**config.mk**
```make
export PLATFORM = sky130hd
export DESIGN_NAME = rotate_bleed_blit_address_gen_top
export DESIGN_NICKNAME = d
export VERILOG_FILES = /design/src/rbb_pkg.sv /design/src/rotate_bleed_blit_address_gen_top.sv /design/src/rbb_front.sv /design/src/rbb_queue.sv /design/src/rbb_back.sv
export SDC_FILE = /design/constraint.sdc
export NUM_CORES = 1
export LEC_CHECK = 0
export BUFFER_PORTS_ARGS = -buffer_cell sky130_fd_sc_hd__buf_2
export CAP_MARGIN = 25
export CORE_UTILIZATION = 62
export CTS_CLUSTER_DIAMETER = 100
export DETAILED_ROUTE_END_ITERATION = 8
export HOLD_SLACK_MARGIN = 0.08
export PLACE_DENSITY = 0.8
export SETUP_SLACK_MARGIN = 0.5
export SLEW_MARGIN = 5
export SYNTH_ARGS = -nofsm -noshare
export SYNTH_HDL_FRONTEND = slang
export SYNTH_SLANG_ARGS = --single-unit
export TNS_END_PERCENT = 10
```
**constraint.sdc**
```tcl
create_clock -name clk -period 9.8 [get_ports clk]
set_input_delay 1.96 -clock clk [delete_from_list [all_inputs] [get_ports clk]]
set_output_delay 1.96 -clock clk [all_outputs]
set_load 0.01 [all_outputs]
```
**src/rbb_pkg.sv**
```systemverilog
package rbb_pkg;

	localparam int MAX_ATLAS_LOG2_DEF = 11;
	localparam int MAX_SRC_DIM_DEF    = 4096;
	localparam int QUEUE_DEPTH        = 4;

	localparam logic [3:0] ATLAS_LOG2_RESET = 4'd10;

	// command codes
	localparam logic CMD_LOAD = 1'b0;
	localparam logic CMD_TICK = 1'b1;

	// configuration register indexes
	localparam logic [3:0] CFG_ATLAS_LOG2 = 4'd0;
	localparam logic [3:0] CFG_AMPLIFY    = 4'd1;

	// one pixel pair, resolved to coordinates, waiting for the address maths
	typedef struct packed {
		logic [12:0] sy;
		logic [12:0] stride;
		logic [12:0] sx;
		logic [21:0] drow;
		logic [21:0] dcol;
		logic [3:0]  lg;
		logic        last;
	} rbb_entry_t;

	typedef struct packed {
		logic       valid;
		rbb_entry_t entry;
	} rbb_push_t;

endpackage

```
**src/rotate_bleed_blit_address_gen_top.sv**
```systemverilog
// Rotated blit address generator with optional replicated border.
// Input channel (in_valid/in_ready): command 0 loads a copy job from the
// rectangle fields, command 1 is a tick asking for the next pixel pair.
// A load gives no result; a tick while no job runs gives none either.
// Output channel (out_valid/out_ready): one source/destination pixel index
// pair per tick of a running job, in destination raster order, with last
// set on the final pair.
// Config channel (cfg_valid/cfg_ready, always ready): index 0 is the atlas
// side log2, index 1 the amplify (border) flag.
// A tick's pair is registered in the queue, the first back stage and then
// the output register. Throughput: one item per cycle while out_ready
// is high; the front keeps the job counters and resolves coordinates
// combinationally, the back does the stride multiply and the final add
// in two registered stages. A four-entry queue sits between them. When the
// receiver stalls, the back holds its result and the queue fills; in_ready
// falls once it is full. Reset clears the job, the queue and the pipeline;
// the atlas log2 returns to 10 and amplify to 0.
module rotate_bleed_blit_address_gen_top #(
	parameter int MAX_ATLAS_LOG2 = rbb_pkg::MAX_ATLAS_LOG2_DEF,
	parameter int MAX_SRC_DIM    = rbb_pkg::MAX_SRC_DIM_DEF
) (
	input  logic        clk,
	input  logic        arst_n,
	input  logic        in_valid,
	output logic        in_ready,
	input  logic        command,
	input  logic [10:0] draw_x,
	input  logic [10:0] draw_y,
	input  logic [11:0] copy_width,
	input  logic [11:0] copy_height,
	input  logic [11:0] src_left,
	input  logic [11:0] src_top,
	input  logic [12:0] src_row_pixels,
	input  logic        rotated,
	output logic        out_valid,
	input  logic        out_ready,
	output logic [23:0] src_pixel_index,
	output logic [21:0] dst_pixel_index,
	output logic        last,
	input  logic        cfg_valid,
	output logic        cfg_ready,
	input  logic [3:0]  cfg_index,
	input  logic [3:0]  cfg_data
);

	rbb_pkg::rbb_push_t  push;
	rbb_pkg::rbb_entry_t head;
	logic                queue_full, head_valid, pop;

	assign cfg_ready = 1'b1;

	rbb_front #(
		.MAX_ATLAS_LOG2(MAX_ATLAS_LOG2),
		.MAX_SRC_DIM   (MAX_SRC_DIM)
	) u_front (
		.clk           (clk),
		.arst_n        (arst_n),
		.in_valid      (in_valid),
		.in_ready      (in_ready),
		.command       (command),
		.draw_x        (draw_x),
		.draw_y        (draw_y),
		.copy_width    (copy_width),
		.copy_height   (copy_height),
		.src_left      (src_left),
		.src_top       (src_top),
		.src_row_pixels(src_row_pixels),
		.rotated       (rotated),
		.cfg_valid     (cfg_valid),
		.cfg_index     (cfg_index),
		.cfg_data      (cfg_data),
		.queue_full    (queue_full),
		.push          (push)
	);

	rbb_queue u_queue (
		.clk       (clk),
		.arst_n    (arst_n),
		.push      (push),
		.pop       (pop),
		.full      (queue_full),
		.head_valid(head_valid),
		.head      (head)
	);

	rbb_back u_back (
		.clk            (clk),
		.arst_n         (arst_n),
		.head_valid     (head_valid),
		.head           (head),
		.pop            (pop),
		.out_valid      (out_valid),
		.out_ready      (out_ready),
		.src_pixel_index(src_pixel_index),
		.dst_pixel_index(dst_pixel_index),
		.last           (last)
	);

endmodule

```
**src/rbb_front.sv**
```systemverilog
module rbb_front #(
	parameter int MAX_ATLAS_LOG2 = rbb_pkg::MAX_ATLAS_LOG2_DEF,
	parameter int MAX_SRC_DIM    = rbb_pkg::MAX_SRC_DIM_DEF
) (
	input  logic               clk,
	input  logic               arst_n,
	input  logic               in_valid,
	output logic               in_ready,
	input  logic               command,
	input  logic [10:0]        draw_x,
	input  logic [10:0]        draw_y,
	input  logic [11:0]        copy_width,
	input  logic [11:0]        copy_height,
	input  logic [11:0]        src_left,
	input  logic [11:0]        src_top,
	input  logic [12:0]        src_row_pixels,
	input  logic               rotated,
	input  logic               cfg_valid,
	input  logic [3:0]         cfg_index,
	input  logic [3:0]         cfg_data,
	input  logic               queue_full,
	output rbb_pkg::rbb_push_t push
);

	logic [3:0]  atlas_log2_q;
	logic        amplify_q;
	logic [10:0] job_draw_x_q, job_draw_y_q;
	logic [11:0] job_width_q, job_height_q, job_src_left_q, job_src_top_q;
	logic [12:0] job_stride_q;
	logic        job_rotated_q;
	logic [12:0] col_pos_q, row_pos_q;
	logic        busy_q;

	logic               accept, tick;
	logic [11:0]        dw_m1, dh_m1, cu, cv;
	logic [12:0]        col_end, row_end;
	logic signed [13:0] u_s, v_s;
	logic               row_done, is_last;
	logic [12:0]        stride_sat;
	logic [3:0]         lg;

	assign in_ready = !queue_full;
	assign accept   = in_valid && in_ready;
	assign tick     = accept && (command == rbb_pkg::CMD_TICK) && busy_q;

	always_comb begin
		dw_m1   = (job_rotated_q ? job_height_q : job_width_q) - 12'd1;
		dh_m1   = (job_rotated_q ? job_width_q : job_height_q) - 12'd1;
		col_end = {1'b0, dw_m1} + {11'd0, amplify_q, 1'b0};
		row_end = {1'b0, dh_m1} + {11'd0, amplify_q, 1'b0};
		u_s     = $signed({1'b0, col_pos_q}) - $signed({13'd0, amplify_q});
		v_s     = $signed({1'b0, row_pos_q}) - $signed({13'd0, amplify_q});

		// clamp into the region: the border repeats the edge pixels
		if (u_s < 0)
			cu = 12'd0;
		else if (u_s > $signed({2'b00, dw_m1}))
			cu = dw_m1;
		else
			cu = u_s[11:0];
		if (v_s < 0)
			cv = 12'd0;
		else if (v_s > $signed({2'b00, dh_m1}))
			cv = dh_m1;
		else
			cv = v_s[11:0];

		row_done = col_pos_q >= col_end;
		is_last  = row_done && (row_pos_q >= row_end);

		if (atlas_log2_q > 4'(MAX_ATLAS_LOG2))
			lg = 4'(MAX_ATLAS_LOG2);
		else
			lg = atlas_log2_q;

		if (32'(src_row_pixels) > MAX_SRC_DIM)
			stride_sat = 13'(MAX_SRC_DIM);
		else
			stride_sat = src_row_pixels;

		push.valid        = tick;
		push.entry.stride = job_stride_q;
		if (job_rotated_q) begin
			push.entry.sx = {1'b0, job_src_left_q} + {1'b0, cv};
			push.entry.sy = {1'b0, job_src_top_q} + {1'b0, 12'(job_height_q - 12'd1 - cu)};
		end else begin
			push.entry.sx = {1'b0, job_src_left_q} + {1'b0, cu};
			push.entry.sy = {1'b0, job_src_top_q} + {1'b0, cv};
		end
		push.entry.drow = {11'd0, job_draw_y_q} + {{8{v_s[13]}}, v_s};
		push.entry.dcol = {11'd0, job_draw_x_q} + {{8{u_s[13]}}, u_s};
		push.entry.lg   = lg;
		push.entry.last = is_last;
	end

	always_ff @(posedge clk or negedge arst_n) begin
		if (!arst_n) begin
			atlas_log2_q <= rbb_pkg::ATLAS_LOG2_RESET;
			amplify_q    <= 1'b0;
		end else if (cfg_valid) begin
			case (cfg_index)
				rbb_pkg::CFG_ATLAS_LOG2: atlas_log2_q <= cfg_data;
				rbb_pkg::CFG_AMPLIFY:    amplify_q    <= cfg_data[0];
				default: ;
			endcase
		end
	end

	always_ff @(posedge clk or negedge arst_n) begin
		if (!arst_n) begin
			job_draw_x_q   <= '0;
			job_draw_y_q   <= '0;
			job_width_q    <= '0;
			job_height_q   <= '0;
			job_src_left_q <= '0;
			job_src_top_q  <= '0;
			job_stride_q   <= '0;
			job_rotated_q  <= 1'b0;
			col_pos_q      <= '0;
			row_pos_q      <= '0;
			busy_q         <= 1'b0;
		end else if (accept && command == rbb_pkg::CMD_LOAD) begin
			job_draw_x_q   <= draw_x;
			job_draw_y_q   <= draw_y;
			job_width_q    <= copy_width;
			job_height_q   <= copy_height;
			job_src_left_q <= src_left;
			job_src_top_q  <= src_top;
			job_stride_q   <= stride_sat;
			job_rotated_q  <= rotated;
			col_pos_q      <= '0;
			row_pos_q      <= '0;
			busy_q         <= (copy_width != 12'd0) && (copy_height != 12'd0);
		end else if (tick) begin
			if (is_last) begin
				busy_q    <= 1'b0;
				col_pos_q <= '0;
				row_pos_q <= '0;
			end else if (row_done) begin
				col_pos_q <= '0;
				row_pos_q <= row_pos_q + 13'd1;
			end else begin
				col_pos_q <= col_pos_q + 13'd1;
			end
		end
	end

endmodule

```
**src/rbb_queue.sv**
```systemverilog
module rbb_queue (
	input  logic                clk,
	input  logic                arst_n,
	input  rbb_pkg::rbb_push_t  push,
	input  logic                pop,
	output logic                full,
	output logic                head_valid,
	output rbb_pkg::rbb_entry_t head
);

	localparam int PW = $clog2(rbb_pkg::QUEUE_DEPTH);
	localparam int CW = $clog2(rbb_pkg::QUEUE_DEPTH + 1);

	rbb_pkg::rbb_entry_t slot_q [rbb_pkg::QUEUE_DEPTH];
	logic [PW-1:0] wr_ptr_q, rd_ptr_q;
	logic [CW-1:0] count_q;
	logic          do_pop;

	assign full       = count_q == CW'(rbb_pkg::QUEUE_DEPTH);
	assign head_valid = count_q != '0;
	assign head       = slot_q[rd_ptr_q];
	assign do_pop     = pop && head_valid;

	always_ff @(posedge clk) begin
		if (push.valid)
			slot_q[wr_ptr_q] <= push.entry;
	end

	always_ff @(posedge clk or negedge arst_n) begin
		if (!arst_n) begin
			wr_ptr_q <= '0;
			rd_ptr_q <= '0;
			count_q  <= '0;
		end else begin
			if (push.valid)
				wr_ptr_q <= (wr_ptr_q == PW'(rbb_pkg::QUEUE_DEPTH - 1)) ? '0 : wr_ptr_q + 1'b1;
			if (do_pop)
				rd_ptr_q <= (rd_ptr_q == PW'(rbb_pkg::QUEUE_DEPTH - 1)) ? '0 : rd_ptr_q + 1'b1;
			case ({push.valid, do_pop})
				2'b10:   count_q <= count_q + 1'b1;
				2'b01:   count_q <= count_q - 1'b1;
				default: ;
			endcase
		end
	end

endmodule

```
**src/rbb_back.sv**
```systemverilog
module rbb_back (
	input  logic                clk,
	input  logic                arst_n,
	input  logic                head_valid,
	input  rbb_pkg::rbb_entry_t head,
	output logic                pop,
	output logic                out_valid,
	input  logic                out_ready,
	output logic [23:0]         src_pixel_index,
	output logic [21:0]         dst_pixel_index,
	output logic                last
);

	logic        v_s1;
	logic [23:0] prod_s1;
	logic [12:0] sx_s1;
	logic [21:0] dst_s1;
	logic        last_s1;
	logic        out_valid_q;
	logic [23:0] src_q;
	logic [21:0] dst_q;
	logic        last_q;

	logic        adv_out, adv_s1;
	logic [25:0] prod;

	assign adv_out = !out_valid_q || out_ready;
	assign adv_s1  = !v_s1 || adv_out;
	assign pop     = adv_s1;
	assign prod    = head.sy * head.stride;

	always_ff @(posedge clk) begin
		if (adv_s1 && head_valid) begin
			prod_s1 <= prod[23:0];
			sx_s1   <= head.sx;
			dst_s1  <= (head.drow << head.lg) + head.dcol;
			last_s1 <= head.last;
		end
		if (adv_out && v_s1) begin
			src_q  <= prod_s1 + {11'd0, sx_s1};
			dst_q  <= dst_s1;
			last_q <= last_s1;
		end
	end

	always_ff @(posedge clk or negedge arst_n) begin
		if (!arst_n) begin
			v_s1        <= 1'b0;
			out_valid_q <= 1'b0;
		end else begin
			if (adv_s1)
				v_s1 <= head_valid;
			if (adv_out)
				out_valid_q <= v_s1;
		end
	end

	assign out_valid       = out_valid_q;
	assign src_pixel_index = src_q;
	assign dst_pixel_index = dst_q;
	assign last            = last_q;

endmodule

```
==> flow_metrics.tcl <==
set metrics [dict create \
    outcome "finished clean" \
    grt_usage_pct 28.8 \
    h-tree-depth 2 \
    crit_type "flop to flop" \
    die_w_um 231 \
    cp_common_cell "ha_1" \
    syn_avg_cell_area_um2 11.6 \
    holdWs_ns 0.415 \
    start_util_pct 63.0 \
    syn_area_mm2 0.0324 \
    cts_tree "built" \
    max_slew.worst_pin.slew_ns 1.13 \
    drc 0 \
    insertion_delay_ns 0.63 \
    rrSetupSlack_ns 2.01 \
    async_flop_share_pct 23.7 \
    syn_nets 3240 \
    hold_buffers 0 \
    core_area_mm2 0.0515 \
    synth_area_leaders "edfxtp_1, dfrtp_1, ha_1" \
    yosysMostFrequentCell "nand2_1" \
    slew_headroom_pct 24.8 \
    synth_edf_count 403 \
    maxCapViolCount 0 \
    yosys.area.top_type "edfxtp_1" \
    arrival_ns 8.19 \
    numCtsBuffers 54 \
    grt_antenna_before_repair 1 \
    fin_nets 3355 \
    synth_top_flop_cell "edfxtp_1" \
    fp-row-count 83 \
    drtAntennaViolNets 0 \
    min_period_ns 7.79 \
    drt_iter0_drc 1913 \
    syn_inst 2790 \
    clockBufferDepth 3 \
    antenna_cells 0 \
    first_pass_iters 5 \
    fillers 3579 \
    dieArea_mm2 0.0532 \
    grt_max_degree 69 \
    hold_viol_final 0 \
    startpoint_type "flop" \
    yosys-top-cells-count "nand2_1, edfxtp_1, ha_1, inv_1, fa_1" \
    ios 148 \
    wl_per_cell_um 20.6 \
    area_growth_syn_to_layout_pct 9.99 \
    fmax_ghz 0.128 \
    ys_ff_latch 528 \
    drive_gt1_share_pct 13.4 \
    wl_mm 74.8 \
    hp-class "flop to flop" \
    slowest_stage "dfrtp_2" \
    synth_top_area_share_pct 37.3 \
    via_per_inst 6.01 \
    grt_pass1_vias 21800 \
    post-cts-setup-buffers 0 \
    min_period_over_period_pct 79.5 \
    grt_remaining_overflow 0 \
    die_y_um 231 \
    cp.required_ns 10.20 \
    slew_viol_final 0 \
    tns_ns 0 \
    vias 21800 \
    rsz0062_at_grt "no" \
    cts_root_buf "clkbuf_16" \
    place_hpwl_mm 54.7 \
    synth_cell_types 77 \
    cts.sinks 528 \
    finalSetupViolCount 0 \
    globalplace.congestion 0.933 \
    seq_area_frac_synth_pct 47.0 \
    io_buffer_count 146 \
    clkTransAtPathRegs_ns 0.06 \
    end_kind "flop" \
    synth_warnings 0 \
    fin_skew_ns 0.0457 \
    ctsResizeCount 0 \
    path_max_fanout 19 \
    cpPeakStageDelay_ns 0.65 \
    grt_pass1_wl_mm 119 \
]
## worst paths after layout
check,startpoint,to,cells past startpoint
max,u_front.job_rotated_q,u_queue.slot_q[0][86],29
min,u_back.dst_s1[4],u_back.dst_pixel_index[4],0
max reg2reg,u_front.job_rotated_q,u_queue.slot_q[0][86],29
min reg2reg,u_back.dst_s1[4],u_back.dst_pixel_index[4],0
max in group asynchronous,arst_n,u_front.job_stride_q[10],2
min in group asynchronous,arst_n,u_front.col_pos_q[9],1
## layer usage
layer,share of wire (%),GRT usage (%)
met5,0,0
met4,3.2,9.60
met3,7.4,4.27
met2,47,46.5
met1,42,40.4
## placed cells by master (no fill, tap or decap), drive strengths merged, types with 74 or more instances in the layout
cell type / synthesis / routed
a21oi: 115 / 115
buf: 33 / 163
dfrtp: 123 / 123
edfxtp: 403 / 403
fa: 128 / 128
ha: 224 / 224
inv: 216 / 220
mux4: 74 / 74
nand2: 439 / 439
nor2: 125 / 125
o21ai: 99 / 99
xnor2: 119 / 119
## registers in the layout, indices dropped and copies added (netlist names), 13 cells and up
register,count
u_front.job_stride_q,13
u_back.dst_pixel_index,22
u_front.col_pos_q,13
u_queue.slot_q,296
u_back.prod_s1,24
u_back.src_pixel_index,24
u_front.row_pos_q,13
u_back.dst_s1,22
u_back.sx_s1,13
## cells by family after synthesis
| family | share of synthesized area [%] |
|---|---|
| AOI/OAI and AO/OA | 7.55 |
| xor gates and xnor gates | 4.83 |
| adders and majority gates | 16.5 |
| buffers and inverters | 3.85 |
| DFF | 47.0 |
| muxes | 7.97 |
| other | 0.0116 |
| and+or+nand+nor | 12.3 |
## stage by stage
stage | worst slack, ns | utilization, % | instance area (µm²) | cells
2_1_floorplan | 1.92 | - | 32400 | 2790
3_3_place_gp | 2.36 | 65.5 | 33700 | 3528
3_5_place_dp | 2.07 | 65.5 | 33700 | 3528
4_1_cts | 2.03 | 69.2 | 35700 | 3630
5_1_grt | 1.53 | 69.3 | 35700 | 3631
6_report | 2.01 | 69.3 | 35700 | 3631
## critical path: cells and delay by family, from the launching register on
family,cells,cell delay (ns)
buf+inv,1,0.06
mux,3,1.15
simple gates,4,1.04
xor+xnor,2,0.28
flops,1,0.65
fa+ha+maj,5,1.43
compound gates,14,2.94
## area by class of cell
class	instances	area [µm²]	share of cell area (%)
Clock inverter	37	514	1.44
Timing Repair Buffer	163	861	2.41
Tap cell	680	851	2.39
Multi-Input combinational cell	1942	16000	44.8
Clock buffer	65	1410	3.96
Sequential cell	528	15200	42.7
Inverter	216	811	2.27
Power is not shown: default switching activity piles up to over one toggle a cycle in this logic, so the estimate is an artifact.
